**src/rtl/core/fcstm_pkg.sv**
```systemverilog
// shared types, widths and constants of the square tone mixer
package fcstm_pkg;

    localparam int NUM_CHANNELS_DEF    = 4;
    localparam int PHASE_FRAC_BITS_DEF = 16;
    localparam int MAX_CHANNELS        = 4;

    localparam int KIND_W   = 1;
    localparam int OFFSET_W = 4;
    localparam int DATA_W   = 8;
    localparam int SAMPLE_W = 16;
    localparam int STEP_W   = 20;
    localparam int DIV_W    = 8;
    localparam int HP_W     = 28;
    localparam int AMP_W    = 13;
    localparam int MIX_W    = 18;
    localparam int CH_IDX_W = 2;

    localparam int APB_ADDR_W = 3;
    localparam int APB_DATA_W = 32;

    localparam logic [KIND_W-1:0] KIND_WRITE = 1'b0;
    localparam logic [KIND_W-1:0] KIND_TICK  = 1'b1;

    localparam logic [OFFSET_W-1:0] CLOCK_SELECT_OFFSET = 4'd8;

    // register index as seen at paddr[2]
    localparam logic REG_SLOW_STEP = 1'b0;
    localparam logic REG_FAST_STEP = 1'b1;

    localparam logic [STEP_W-1:0] SLOW_STEP_RESET = 20'd22607;
    localparam logic [STEP_W-1:0] FAST_STEP_RESET = 20'd807;

    localparam int LOW_PAIR_FAST_BIT  = 4;
    localparam int HIGH_PAIR_FAST_BIT = 6;
    localparam int MUTE_BIT           = 4;
    localparam int VOLUME_W           = 4;
    localparam int VOLUME_SHIFT       = 9;

    localparam logic signed [MIX_W-1:0] SAMPLE_MAX = 18'sd32767;
    localparam logic signed [MIX_W-1:0] SAMPLE_MIN = -18'sd32768;

endpackage

```
**src/rtl/core/fcstm_in_if.sv**
```systemverilog
// input item channel: register write or sample tick
interface fcstm_in_if import fcstm_pkg::*; ();
    logic                valid;
    logic                ready;
    logic [KIND_W-1:0]   kind;
    logic [OFFSET_W-1:0] reg_offset;
    logic [DATA_W-1:0]   write_data;

    modport source (output valid, output kind, output reg_offset, output write_data,
                    input ready);
    modport sink   (input valid, input kind, input reg_offset, input write_data,
                    output ready);
endinterface

```
**src/rtl/core/fcstm_out_if.sv**
```systemverilog
// result channel: one mixed sample per tick
interface fcstm_out_if import fcstm_pkg::*; ();
    logic                       valid;
    logic                       ready;
    logic signed [SAMPLE_W-1:0] sample;

    modport source (output valid, output sample, input ready);
    modport sink   (input valid, input sample, output ready);
endinterface

```
**src/rtl/core/four_channel_square_tone_mixer.sv**
```systemverilog
// four-channel square tone mixer: top level with channel lanes and sample mixer
// path: a tick beat passes the input register, then the sample register
// throughput: one beat per cycle (write or tick) unless a tick waits on a full
//   sample register, set by the single-pass channel update between the registers
// reset: synchronous active-low i_rst_n zeroes all channel state and the clock
//   select, loads the step registers with their defaults; no clearing pass
module four_channel_square_tone_mixer import fcstm_pkg::*; #(
    parameter int NUM_CHANNELS    = NUM_CHANNELS_DEF,
    parameter int PHASE_FRAC_BITS = PHASE_FRAC_BITS_DEF
) (
    input  logic                  i_clk,
    input  logic                  i_rst_n,
    fcstm_in_if.sink              i_item,
    fcstm_out_if.source           o_sample,
    input  logic                  psel,
    input  logic                  penable,
    input  logic                  pwrite,
    input  logic [APB_ADDR_W-1:0] paddr,
    input  logic [APB_DATA_W-1:0] pwdata,
    output logic [APB_DATA_W-1:0] prdata,
    output logic                  pready
);

    // one period step of 1.0 in phase units
    localparam logic [HP_W:0] PHASE_ONE = (HP_W+1)'(1) << PHASE_FRAC_BITS;

    // ---------------------------------------------------------------
    // configuration port: steps in half-period units per divider count
    // ---------------------------------------------------------------
    logic [STEP_W-1:0] r_slow_step;
    logic [STEP_W-1:0] r_fast_step;
    logic              cfg_wr;

    assign pready = 1'b1;
    assign cfg_wr = psel && penable && pwrite;

    always_ff @(posedge i_clk) begin
        if (!i_rst_n) begin
            r_slow_step <= SLOW_STEP_RESET;
            r_fast_step <= FAST_STEP_RESET;
        end else if (cfg_wr) begin
            if (paddr[2] == REG_SLOW_STEP) begin
                r_slow_step <= pwdata[STEP_W-1:0];
            end else begin
                r_fast_step <= pwdata[STEP_W-1:0];
            end
        end
    end

    always_comb begin
        if (paddr[2] == REG_FAST_STEP) begin
            prdata = {{(APB_DATA_W-STEP_W){1'b0}}, r_fast_step};
        end else begin
            prdata = {{(APB_DATA_W-STEP_W){1'b0}}, r_slow_step};
        end
    end

    // ---------------------------------------------------------------
    // input register; a write beat never waits on the output side,
    // a tick beat moves on once the sample register is free or draining
    // ---------------------------------------------------------------
    logic                r_in_valid;
    logic [KIND_W-1:0]   r_in_kind;
    logic [OFFSET_W-1:0] r_in_off;
    logic [DATA_W-1:0]   r_in_data;
    logic                r_out_valid;
    logic signed [SAMPLE_W-1:0] r_out_sample;

    logic out_free;
    logic proc_fire;
    logic wr_fire;
    logic tick_fire;
    logic cs_wr;

    assign out_free     = !r_out_valid || o_sample.ready;
    assign proc_fire    = r_in_valid && ((r_in_kind == KIND_WRITE) || out_free);
    assign wr_fire      = proc_fire && (r_in_kind == KIND_WRITE);
    assign tick_fire    = proc_fire && (r_in_kind == KIND_TICK);
    assign cs_wr        = wr_fire && (r_in_off == CLOCK_SELECT_OFFSET);
    assign i_item.ready = !r_in_valid || proc_fire;

    always_ff @(posedge i_clk) begin
        if (!i_rst_n) begin
            r_in_valid <= 1'b0;
        end else if (i_item.ready) begin
            r_in_valid <= i_item.valid;
        end
    end

    always_ff @(posedge i_clk) begin
        if (i_item.valid && i_item.ready) begin
            r_in_kind <= i_item.kind;
            r_in_off  <= i_item.reg_offset;
            r_in_data <= i_item.write_data;
        end
    end

    // clock select: the new byte takes effect for the recompute in the same beat
    logic [DATA_W-1:0] r_clock_select;
    logic [DATA_W-1:0] cs_eff;

    assign cs_eff = cs_wr ? r_in_data : r_clock_select;

    always_ff @(posedge i_clk) begin
        if (!i_rst_n) begin
            r_clock_select <= '0;
        end else if (cs_wr) begin
            r_clock_select <= r_in_data;
        end
    end

    // ---------------------------------------------------------------
    // channel lanes: divider, half period, phase, sign, amplitude
    // ---------------------------------------------------------------
    logic             lane_sign_next [NUM_CHANNELS];
    logic             lane_run       [NUM_CHANNELS];
    logic [AMP_W-1:0] lane_amp       [NUM_CHANNELS];

    for (genvar g = 0; g < NUM_CHANNELS; g++) begin : g_lane
        localparam int FAST_BIT = (g >= 2) ? HIGH_PAIR_FAST_BIT : LOW_PAIR_FAST_BIT;

        logic [DIV_W-1:0]  r_div;
        logic [HP_W-1:0]   r_hp;
        logic [HP_W-1:0]   r_phase;
        logic              r_sign;
        logic [AMP_W-1:0]  r_amp;

        logic              hit;
        logic              div_wr;
        logic              ctl_wr;
        logic [DIV_W-1:0]  div_eff;
        logic [STEP_W-1:0] step;
        logic [DIV_W+STEP_W:0] prod;
        logic [HP_W-1:0]   hp_new;
        logic [VOLUME_W-1:0] vol;
        logic [HP_W:0]     ph_sum;
        logic              wrap;

        assign hit    = wr_fire && !r_in_off[OFFSET_W-1]
                     && (r_in_off[CH_IDX_W:1] == CH_IDX_W'(g));
        assign div_wr = hit && !r_in_off[0];
        assign ctl_wr = hit && r_in_off[0];

        // half period = (divider + 1) * step, below 1.0 means off
        assign div_eff = div_wr ? r_in_data : r_div;
        assign step    = cs_eff[FAST_BIT] ? r_fast_step : r_slow_step;
        assign prod    = ({1'b0, div_eff} + (DIV_W+1)'(1)) * step;
        assign hp_new  = (prod < (DIV_W+STEP_W+1)'(PHASE_ONE)) ? '0 : prod[HP_W-1:0];

        assign vol = r_in_data[VOLUME_W-1:0];

        // one subtraction per tick, even if the phase is far past the half period
        assign ph_sum = {1'b0, r_phase} + PHASE_ONE;
        assign wrap   = (ph_sum >= {1'b0, r_hp});

        always_ff @(posedge i_clk) begin
            if (!i_rst_n) begin
                r_div   <= '0;
                r_hp    <= '0;
                r_phase <= '0;
                r_sign  <= 1'b0;
                r_amp   <= '0;
            end else begin
                if (div_wr) begin
                    r_div <= r_in_data;
                end
                if (div_wr || cs_wr) begin
                    r_hp <= hp_new;
                end else if (ctl_wr && (vol == '0)) begin
                    r_hp <= '0;
                end
                if (ctl_wr) begin
                    if (r_in_data[MUTE_BIT]) begin
                        r_amp <= '0;
                    end else begin
                        r_amp <= {vol, {VOLUME_SHIFT{1'b0}}};
                    end
                end
                if (tick_fire && (r_hp != '0)) begin
                    if (wrap) begin
                        r_phase <= HP_W'(ph_sum - {1'b0, r_hp});
                        r_sign  <= !r_sign;
                    end else begin
                        r_phase <= ph_sum[HP_W-1:0];
                    end
                end
            end
        end

        assign lane_run[g]       = (r_hp != '0);
        assign lane_sign_next[g] = wrap ? !r_sign : r_sign;
        assign lane_amp[g]       = r_amp;
    end

    // ---------------------------------------------------------------
    // mixer: signed sum of running channels, clamped to 16 bits
    // ---------------------------------------------------------------
    logic signed [MIX_W-1:0]    mix;
    logic signed [SAMPLE_W-1:0] mix_sat;

    always_comb begin
        mix = '0;
        for (int c = 0; c < NUM_CHANNELS; c++) begin
            if (lane_run[c]) begin
                if (lane_sign_next[c]) begin
                    mix = mix + $signed({{(MIX_W-AMP_W){1'b0}}, lane_amp[c]});
                end else begin
                    mix = mix - $signed({{(MIX_W-AMP_W){1'b0}}, lane_amp[c]});
                end
            end
        end
    end

    always_comb begin
        priority if (mix > SAMPLE_MAX) begin
            mix_sat = SAMPLE_MAX[SAMPLE_W-1:0];
        end else if (mix < SAMPLE_MIN) begin
            mix_sat = SAMPLE_MIN[SAMPLE_W-1:0];
        end else begin
            mix_sat = mix[SAMPLE_W-1:0];
        end
    end

    // sample register, holds its beat until taken
    always_ff @(posedge i_clk) begin
        if (!i_rst_n) begin
            r_out_valid <= 1'b0;
        end else if (tick_fire) begin
            r_out_valid <= 1'b1;
        end else if (o_sample.ready) begin
            r_out_valid <= 1'b0;
        end
    end

    always_ff @(posedge i_clk) begin
        if (tick_fire) begin
            r_out_sample <= mix_sat;
        end
    end

    assign o_sample.valid  = r_out_valid;
    assign o_sample.sample = r_out_sample;

endmodule

```
**src/flat_wrapper.sv**
```systemverilog
// flat-port wrapper written by rule: the top's interface ports become plain ports
module four_channel_square_tone_mixer_flat import fcstm_pkg::*;
#(
    parameter int NUM_CHANNELS    = NUM_CHANNELS_DEF,
    parameter int PHASE_FRAC_BITS = PHASE_FRAC_BITS_DEF
)
  (i_clk, i_rst_n, psel, penable, pwrite, paddr, pwdata, prdata, pready, i_item_valid, i_item_kind, i_item_reg_offset, i_item_write_data, i_item_ready, o_sample_valid, o_sample_sample, o_sample_ready);
  fcstm_in_if i_item_i ();
  fcstm_out_if o_sample_i ();
  input  logic i_clk;
  input  logic i_rst_n;
  input  logic psel;
  input  logic penable;
  input  logic pwrite;
  input  logic [APB_ADDR_W-1:0] paddr;
  input  logic [APB_DATA_W-1:0] pwdata;
  output logic [APB_DATA_W-1:0] prdata;
  output logic pready;
  input wire logic [$bits(i_item_i.valid)-1:0] i_item_valid;
  input wire logic [$bits(i_item_i.kind)-1:0] i_item_kind;
  input wire logic [$bits(i_item_i.reg_offset)-1:0] i_item_reg_offset;
  input wire logic [$bits(i_item_i.write_data)-1:0] i_item_write_data;
  output wire logic [$bits(i_item_i.ready)-1:0] i_item_ready;
  output wire logic [$bits(o_sample_i.valid)-1:0] o_sample_valid;
  output wire logic [$bits(o_sample_i.sample)-1:0] o_sample_sample;
  input wire logic [$bits(o_sample_i.ready)-1:0] o_sample_ready;
  assign i_item_i.valid = i_item_valid;
  assign i_item_i.kind = i_item_kind;
  assign i_item_i.reg_offset = i_item_reg_offset;
  assign i_item_i.write_data = i_item_write_data;
  assign i_item_ready = i_item_i.ready;
  assign o_sample_valid = o_sample_i.valid;
  assign o_sample_sample = o_sample_i.sample;
  assign o_sample_i.ready = o_sample_ready;
  four_channel_square_tone_mixer #(.NUM_CHANNELS(NUM_CHANNELS), .PHASE_FRAC_BITS(PHASE_FRAC_BITS)) u_core (.i_clk(i_clk), .i_rst_n(i_rst_n), .i_item(i_item_i), .o_sample(o_sample_i), .psel(psel), .penable(penable), .pwrite(pwrite), .paddr(paddr), .pwdata(pwdata), .prdata(prdata), .pready(pready));
endmodule
```
**config.mk**
```make
export PLATFORM = sky130hd
export DESIGN_NAME = four_channel_square_tone_mixer_flat
export DESIGN_NICKNAME = d
export VERILOG_FILES = /design/src/rtl/core/fcstm_pkg.sv /design/src/rtl/core/fcstm_in_if.sv /design/src/rtl/core/fcstm_out_if.sv /design/src/rtl/core/four_channel_square_tone_mixer.sv /design/src/flat_wrapper.sv
export SDC_FILE = /design/constraint.sdc
export NUM_CORES = 2
export LEC_CHECK = 0
export BUFFER_PORTS_ARGS = -buffer_cell sky130_fd_sc_hd__buf_2
export CAP_MARGIN = 40
export CORE_ASPECT_RATIO = 0.8
export CORE_MARGIN = 2
export CORE_UTILIZATION = 60
export DETAILED_ROUTE_END_ITERATION = 16
export GPL_TIMING_DRIVEN = 0
export PLACE_DENSITY_LB_ADDON = 0.1
export REMOVE_ABC_BUFFERS = 1
export SYNTH_ARGS = -nofsm -noshare
export SYNTH_HDL_FRONTEND = slang
export SYNTH_SLANG_ARGS = --single-unit
```
**constraint.sdc**
```tcl
create_clock -name i_clk -period 12.9 [get_ports i_clk]
set_input_delay 1.29 -clock i_clk [delete_from_list [all_inputs] [get_ports i_clk]]
set_output_delay 1.29 -clock i_clk [all_outputs]
set_load 0.1 [all_outputs]
```
After elaboration in Yosys (flattened, before gate mapping)
Index checks and enable logic that the tools add are counted.

Flip-flop bits (word level): 390. Input bits: 55. Word-level logic and storage cells: 165.

$add $sub $neg: 19. Multipliers: 4. Order comparisons: 10. Eq/ne operators: 4. Multiplexer cells: 40. Bitwise gates (word level): 2. Reduce and logical (&&, ||, !) cells: 56.

Operators with widths (count): 2-to-1 mux 28 bit (16); 2-to-1 mux 18 bit (8); adder 28 x 17 -> 29 bit, second input constant (4); greater-or-equal comparator 29 x 28 -> 1 bit (4); < comparator 29 x 17 -> 1 bit, second input constant (4); multiplier 29 x 20 -> 29 bit (4); nonzero test 28 bit (4); subtractor 28 bit (4); 2-to-1 mux 20 bit (3); adder 18 x 14 -> 18 bit (3); subtractor 18 x 14 -> 18 bit (3); adder 8 x 1 -> 9 bit, second input constant (4); 2-to-1 mux 8 bit (4); logical AND 1 bit (28); greater-than comparator 18 x 16 -> 1 bit, second input constant (1); < comparator 18 x 16 -> 1 bit, second input constant (1); 2-to-1 mux 16 bit (1); subtractor 1 x 13 -> 14 bit, first input constant (1); 2-to-1 mux 13 bit (1); nonzero test 2 bit (5); zero test 1 bit (8); logical OR 1 bit (7); 2-to-1 mux 7 bit (1); 2-to-1 mux 1 bit (6); other kinds (7) (10).

Logic depth before layout (Yosys ltp)
Depth after elaboration: 16. Mapped depth: 39.

Worst setup path before layout
Ideal clock, no wire load.

Kind: reg2reg. Start: register u_core.r_in_off[1]. End: register u_core.g_lane[0].r_hp[10]. Setup time: 0.117 ns. Data arrival time: 8.315 ns. Required time: 12.783 ns. Path slack: 4.468 ns. Stages on the path, launching flop included: 33. Path buffers: 5. Period minus slack after synthesis: 8.432 ns. Path through: edfxtp_1 > buf_2 > or4_1 > clkbuf_1 > nor2_1 > mux2i_1 > clkbuf_1 > inv_1 > ha_1 > xnor2_1 > clkbuf_1 > nand2_1 > fa_1 > inv_1 > fa_1 > inv_1 > fa_1 > fa_1 > inv_1 > ha_1 > inv_1 > o21bai_1 > a2111oi_0 > or4_1 > a311o_1 > and4_1 > nor2_1 > a41o_1 > a21oi_1 > xnor2_1 > o311a_1 > buf_2 > a22o_1.

Longest elaborated chain between the ends: 9. Elaborated cells on any way between the ends: 17. Those cells by class: add/sub: 1; mul: 1; order compare: 1; eq/ne: 1; mux: 5; reduce/logical: 8.

Ends and longest elaborated chain: start, declared (RTL line four_channel_square_tone_mixer.sv:64) `logic [OFFSET_W-1:0] r_in_off;`; start signal, assigned (RTL line four_channel_square_tone_mixer.sv:93) `r_in_off <= i_item.reg_offset;`; zero test 2 bit * (RTL line four_channel_square_tone_mixer.sv:140) `&& (r_in_off[CH_IDX_W:1] == CH_IDX_W'(g));`; logical AND 1 bit * (RTL line four_channel_square_tone_mixer.sv:140); logical AND 1 bit * (RTL line four_channel_square_tone_mixer.sv:141) `assign div_wr = hit && !r_in_off[0];`; 2-to-1 mux 8 bit * (RTL line four_channel_square_tone_mixer.sv:145) `assign div_eff = div_wr ? r_in_data : r_div;`; named net u_core.g_lane[0].div_eff[0] (RTL line four_channel_square_tone_mixer.sv:131) `logic [DIV_W-1:0] div_eff;`; adder 8 x 1 -> 9 bit * (RTL line four_channel_square_tone_mixer.sv:147) `assign prod = ({1'b0, div_eff} + (DIV_W+1)'(1)) * step;`; multiplier 29 x 20 -> 29 bit * (RTL line four_channel_square_tone_mixer.sv:147); < comparator 29 x 17 -> 1 bit (RTL line four_channel_square_tone_mixer.sv:148) `assign hp_new = (prod < (DIV_W+STEP_W+1)'(PHASE_ONE)) ? '0 : prod[HP_W-1:0];`; 2-to-1 mux 28 bit * (RTL line four_channel_square_tone_mixer.sv:148); 2-to-1 mux 28 bit * (RTL line four_channel_square_tone_mixer.sv:167) `if (div_wr || cs_wr) begin`; end signal, assigned (RTL line four_channel_square_tone_mixer.sv:168) `r_hp <= hp_new;`; end, declared (RTL line four_channel_square_tone_mixer.sv:123) `logic [HP_W-1:0] r_hp;`.

Mark *: on every way through the listed nets, which the timed path passes. The rest lies on a longest branch. A chain may end at the register's enable or synchronous reset.

Final worst setup path
Start: register u_core.g_lane[0].r_phase[18]. End: register u_core.r_out_sample[9], in the netlist u_core.o_sample.sample[9], data pin.

Longest elaborated chain between the ends: 16. Elaborated cells on any way between the ends: 20. Those cells by class: add/sub: 7; order compare: 3; mux: 10.

Ends and longest elaborated chain: start, declared (RTL line four_channel_square_tone_mixer.sv:124) `logic [HP_W-1:0] r_phase;`; start signal, assigned (RTL line four_channel_square_tone_mixer.sv:181) `r_phase <= HP_W'(ph_sum - {1'b0, r_hp});`; start signal, assigned (RTL line four_channel_square_tone_mixer.sv:184) `r_phase <= ph_sum[HP_W-1:0];`; adder 28 x 17 -> 29 bit * (RTL line four_channel_square_tone_mixer.sv:153) `assign ph_sum = {1'b0, r_phase} + PHASE_ONE;`; greater-or-equal comparator 29 x 28 -> 1 bit * (RTL line four_channel_square_tone_mixer.sv:154) `assign wrap = (ph_sum >= {1'b0, r_hp});`; 2-to-1 mux 1 bit * (RTL line four_channel_square_tone_mixer.sv:191) `assign lane_sign_next[g] = wrap ? !r_sign : r_sign;`; 2-to-1 mux 18 bit * (RTL line four_channel_square_tone_mixer.sv:205) `if (lane_sign_next[c]) begin`; 2-to-1 mux 18 bit * (RTL line four_channel_square_tone_mixer.sv:204) `if (lane_run[c]) begin`; subtractor 18 x 14 -> 18 bit or adder 18 x 14 -> 18 bit (tied branches) (RTL line four_channel_square_tone_mixer.sv:208, four_channel_square_tone_mixer.sv:206); 2-to-1 mux 18 bit (RTL line four_channel_square_tone_mixer.sv:205); 2-to-1 mux 18 bit * (RTL line four_channel_square_tone_mixer.sv:204); subtractor 18 x 14 -> 18 bit or adder 18 x 14 -> 18 bit (tied branches) (RTL line four_channel_square_tone_mixer.sv:208, four_channel_square_tone_mixer.sv:206); 2-to-1 mux 18 bit (RTL line four_channel_square_tone_mixer.sv:205); 2-to-1 mux 18 bit * (RTL line four_channel_square_tone_mixer.sv:204); subtractor 18 x 14 -> 18 bit or adder 18 x 14 -> 18 bit (tied branches) (RTL line four_channel_square_tone_mixer.sv:208, four_channel_square_tone_mixer.sv:206); 2-to-1 mux 18 bit (RTL line four_channel_square_tone_mixer.sv:205); 2-to-1 mux 18 bit * (RTL line four_channel_square_tone_mixer.sv:204); < comparator 18 x 16 -> 1 bit (RTL line four_channel_square_tone_mixer.sv:217) `end else if (mix < SAMPLE_MIN) begin`; 2-to-1 mux 16 bit (RTL line four_channel_square_tone_mixer.sv:217); end signal, assigned (RTL line four_channel_square_tone_mixer.sv:237) `r_out_sample <= mix_sat;`; end, declared (RTL line four_channel_square_tone_mixer.sv:67) `logic signed [SAMPLE_W-1:0] r_out_sample;`.

Every way passes the cells marked *; elsewhere a longest branch is shown, timed or not.

==> summary.md <==
| Metric | Value |
|---|---|
| CTS clk-pin slew, worst paths | `0.06 ns` |
| Crit path kind | `register to register` |
| Post-synthesis instance total | `5510` |
| Final cell count without fillers | `~6.5k` |
| Die width | `308 um` |
| Die Height | `approximately 250 um` |
| Worst-path maximum fanout | `8` |
| Status | `completed` |
| Reg area | `7040 um2` |
| Detailed Place HPWL | `98600 um` |
| RSZ-0062 raised after global routing | `no` |
| Die area | `between 70000 and 80000 um2` |
| #FFs+latches synth | `about 340` |
| Met1 WL | `57200 um` |
| VDD IR max | `around 0.00011 V` |
| Top routing layer in use | `met5` |
| Wire length on met2 | `50300 um` |
| CTS buffer count | `42` |
| RePlAce Congestion | `~0.92` |
| Fin Hold WS | `between 0.4 and 0.5 ns` |
| Hold worst-path end | `u_core.g_lane[1].r_phase[7]` |
| Routed WL | `125000 um` |
| Area post-placement | `46100 um2` |
| H-tree depth | `2` |
| # DRC | `0` |
| Largest net degree at the start of global routing | `131` |
| Post-synth EDFFs | `21` |
| Worst hold start | `u_core.g_lane[1].r_phase[7]` |
| FF-to-FF setup slack | `roughly 2.5 ns` |
| Top FF cell, synth | `dfxtp_1` |
| Area of the multi-input gates | `~33000 um2` |
| Layout Skew | `0.0424 ns` |
| Fmax | `0.0958 GHz` |
| WP data required | `13.25 ns` |
| Iter 0 DRT Violations | `between 3k and 4k` |
| Syn Std Cell Area | `approximately 44000 um2` |
| CTS tree | `yes` |
| Final Critical Period | `10.44 ns` |
| Period utilization | `0.809` |
| Worst EP arrival | `roughly 11 ns` |
| Area grow syn2layout | `7.35%` |
| Fill cells | `6437` |
| Clk buf depth | `3` |
| FFs w/ async S/R, synth | `0` |
| Post_cts resized | `0` |
| Synth warnings | `0` |
| Critical Path Max Stage Delay | `0.75 ns` |
| Clock Sinks | `341` |
| Power Density | `approximately 58 nW/um2` |
| Leakage | `22.6 nW` |
| Worst R2R End | `u_core.o_sample.sample[9]` |
| Share of post-route cells with drive strength above 1 | `0.0730` |
| Final instance area | `47600 um2` |
| Metal3 WL | `14500 um` |
| Vias in the first global route | `36.4k` |
| Via density | `5.88` |
| WL/cell | `19.2 um` |
| Nets | `6431` |
| Initial Utilization | `0.603` |
| Placed cell count | `between 6k and 7k` |
| Post-synth cell types | `104` |
| Vias | `around 38k` |
| Startpoint types | `register` |
| Setup TNS | `0 ns` |
| RR Startpoint | `u_core.g_lane[0].r_phase[18]` |
| Initial antenna violation count | `3` |
| Core Area | `73500 um2` |
| Syn avg cell area | `8.05 um2` |
| Grt ovf | `0` |
| CTS hold repair buffers | `0` |
| Top Ports | `between 100 and 150` |
| Root Driver | `clkbuf_16` |
| Worst slew pin tran | `~1.0 ns` |
| Total Routing Usage GR | `0.332` |
| Crit path capture type | `register` |
| Number of routed nets with antenna violations | `0` |
| Router iterations before antenna repair | `8` |
| Port Buffers | `78` |
| FF-to-FF path depth | `37` |
| Final Hold Viols | `0` |
| Global-route wire length before repair | `199000 um` |
| Hold Path Class | `register to register` |
| Worst-Skew Late Latency | `0.62 ns` |
| Hold path cells | `2` |
| Cell at the slowest stage of the critical path | `o31ai_1` |
| Final setup violation count | `0` |
| Final Max Slew Viols | `0` |
| Setup bufs post-CTS | `0` |
| Row cnt | `89` |
| Rel. slew slack | `0.297` |
| Max-cap violations | `0` |
| Post-synthesis sequential area ratio | `0.159` |
## per-stage QoR
step	util	power, mW	setup WS (ns)
3_3_place_gp	0.613	1.50	-2.14
6_report	0.648	2.76	2.46
3_5_place_dp	0.628	1.51	2.83
4_1_cts	0.647	2.77	2.79
5_1_grt	0.648	2.85	2.01
2_1_floorplan	-	1.39	2.14
## sequential cells by signal (all words and copies together) (netlist names)
register,flops
u_core.g_lane.r_phase,112
u_core.g_lane.r_hp,112
u_core.r_clock_select,2
u_core.r_in_kind,1
u_core.g_lane.r_div,32
u_core.r_in_data,8
u_core.r_slow_step,20
u_core.o_sample.valid,1
u_core.r_in_off,4
u_core.o_sample.sample,8
u_core.r_in_valid,1
u_core.g_lane.r_sign,4
u_core.r_fast_step,20
u_core.g_lane.r_amp,16
## cells by family after synthesis
group / synth area share
simple gates: 0.184
mux: 0.0453
fa+ha+maj: 0.330
other cells: 0.000169
flops: 0.159
compound gates: 0.139
xor+xnor: 0.0517
buf+inv: 0.0916
## area by class of cell
| cell class | instances | area share |
|---|---|---|
| inverter | 827 | 0.0654 |
| sequential | 341 | 0.148 |
| multi-input combinational | 4126 | 0.703 |
| antenna | 2 | 0.000105 |
| clock buffer | 55 | 0.0246 |
| clock inverter | 21 | 0.00552 |
| tap | 955 | 0.0251 |
| timing repair buffer | 178 | 0.0282 |
## synthesized netlist by cell type (9+ instances only)
cell type	count	area share
fa_1	515	0.23
a2111oi_0	10	0.0020
nor4_1	48	0.0068
buf_1	10	0.00085
mux2i_1	116	0.026
o21ai_0	152	0.017
nand2b_1	44	0.0062
clkbuf_1	181	0.015
buf_2	13	0.0015
a21o_1	95	0.016
a32o_1	13	0.0029
nand4_1	42	0.0059
and3_1	34	0.0048
xnor2_1	164	0.032
nor3b_1	9	0.0015
nor2b_1	31	0.0044
o31ai_1	21	0.0036
nand2_1	732	0.062
buf_4	21	0.0036
ha_1	345	0.097
o211ai_1	19	0.0032
and2_1	32	0.0045
o21bai_1	37	0.0063
or3_1	26	0.0037
mux2_2	72	0.018
nand3_1	97	0.011
dfxtp_1	320	0.14
inv_1	827	0.070
a22oi_1	33	0.0056
nor2_1	628	0.053
o21ai_1	10	0.0011
o22ai_1	9	0.0013
o21a_1	31	0.0052
a221oi_1	9	0.0018
a22o_1	36	0.0071
or2_2	13	0.0018
a31oi_1	25	0.0035
edfxtp_1	21	0.014
a211oi_1	36	0.0061
nor3_1	77	0.0087
a21oi_1	324	0.037
and4_1	10	0.0020
xor2_1	92	0.018
## report_power, final
| group | switching (mW) | total (mW) | leakage, nW | internal (mW) |
|---|---|---|---|---|
| logic | 0.280 | 0.405 | 19.1 | 0.126 |
| registers | 0.0198 | 1.09 | 2.78 | 1.07 |
| clock network | 0.531 | 1.26 | 0.693 | 0.726 |
| total | 0.830 | 2.76 | 22.6 | 1.93 |
## routing by layer
metal  global-route usage  up-vias
li1                     -    18000
met1                0.490    18400
met2                0.468     1557
met3                0.101      181
met4               0.0846        2
met5                    0        -
## worst max path at each step
stage / startpoint / endpoint / slack (ns) / cells after the start
2_1_floorplan: u_core.r_in_off[2] / u_core.g_lane[1].r_hp[0] / 2.14 / 25
3_3_place_gp: u_core.r_in_off[2] / u_core.g_lane[1].r_hp[0] / -2.14 / 25
3_5_place_dp: u_core.g_lane[0].r_phase[18] / u_core.o_sample.sample[9] / 2.83 / 37
4_1_cts: u_core.g_lane[0].r_phase[18] / u_core.o_sample.sample[9] / 2.79 / 37
5_1_grt: u_core.g_lane[0].r_phase[18] / u_core.o_sample.sample[9] / 2.01 / 39
6_report: u_core.g_lane[0].r_phase[18] / u_core.o_sample.sample[9] / 2.46 / 37
## placed cells by master, fill, tap and decap left out, types with 13 or more instances in the layout
cell type | synthesis | final
a211oi_1 | 36 | 35
a21o_1 | 95 | 95
a21oi_1 | 324 | 321
a22o_1 | 36 | 36
a22oi_1 | 33 | 33
a31oi_1 | 25 | 22
a32o_1 | 13 | 13
and2_1 | 32 | 32
and3_1 | 34 | 34
buf_2 | 13 | 82
buf_4 | 21 | 57
buf_6 | 1 | 25
clkbuf_16 | 0 | 42
conb_1 | 2 | 13
dfxtp_1 | 320 | 320
edfxtp_1 | 21 | 21
fa_1 | 515 | 515
ha_1 | 345 | 345
inv_1 | 827 | 826
mux2_2 | 72 | 72
mux2i_1 | 116 | 107
nand2_1 | 732 | 732
nand2b_1 | 44 | 44
nand3_1 | 97 | 97
nand4_1 | 42 | 42
nor2_1 | 628 | 627
nor2b_1 | 31 | 31
nor3_1 | 77 | 77
nor4_1 | 48 | 46
o211ai_1 | 19 | 19
o21a_1 | 31 | 31
o21ai_0 | 152 | 151
o21bai_1 | 37 | 37
o31ai_1 | 21 | 21
or2_2 | 13 | 13
or3_1 | 26 | 26
xnor2_1 | 164 | 155
xor2_1 | 92 | 90
## critical path, delay by kind of cell (launching register included)
family / cells / cell delay [ns]
AO/OA/AOI/OAI: 9 / 2.52
XOR/XNOR: 2 / 0.56
adder cells (fa/ha/maj): 4 / 1.29
buffers and inverters: 3 / 0.68
flip-flops: 1 / 0.43
multiplexers: 2 / 0.55
AND/OR/NAND/NOR: 17 / 4.10
No activity file was read; power rests on OpenSTA's default activity.
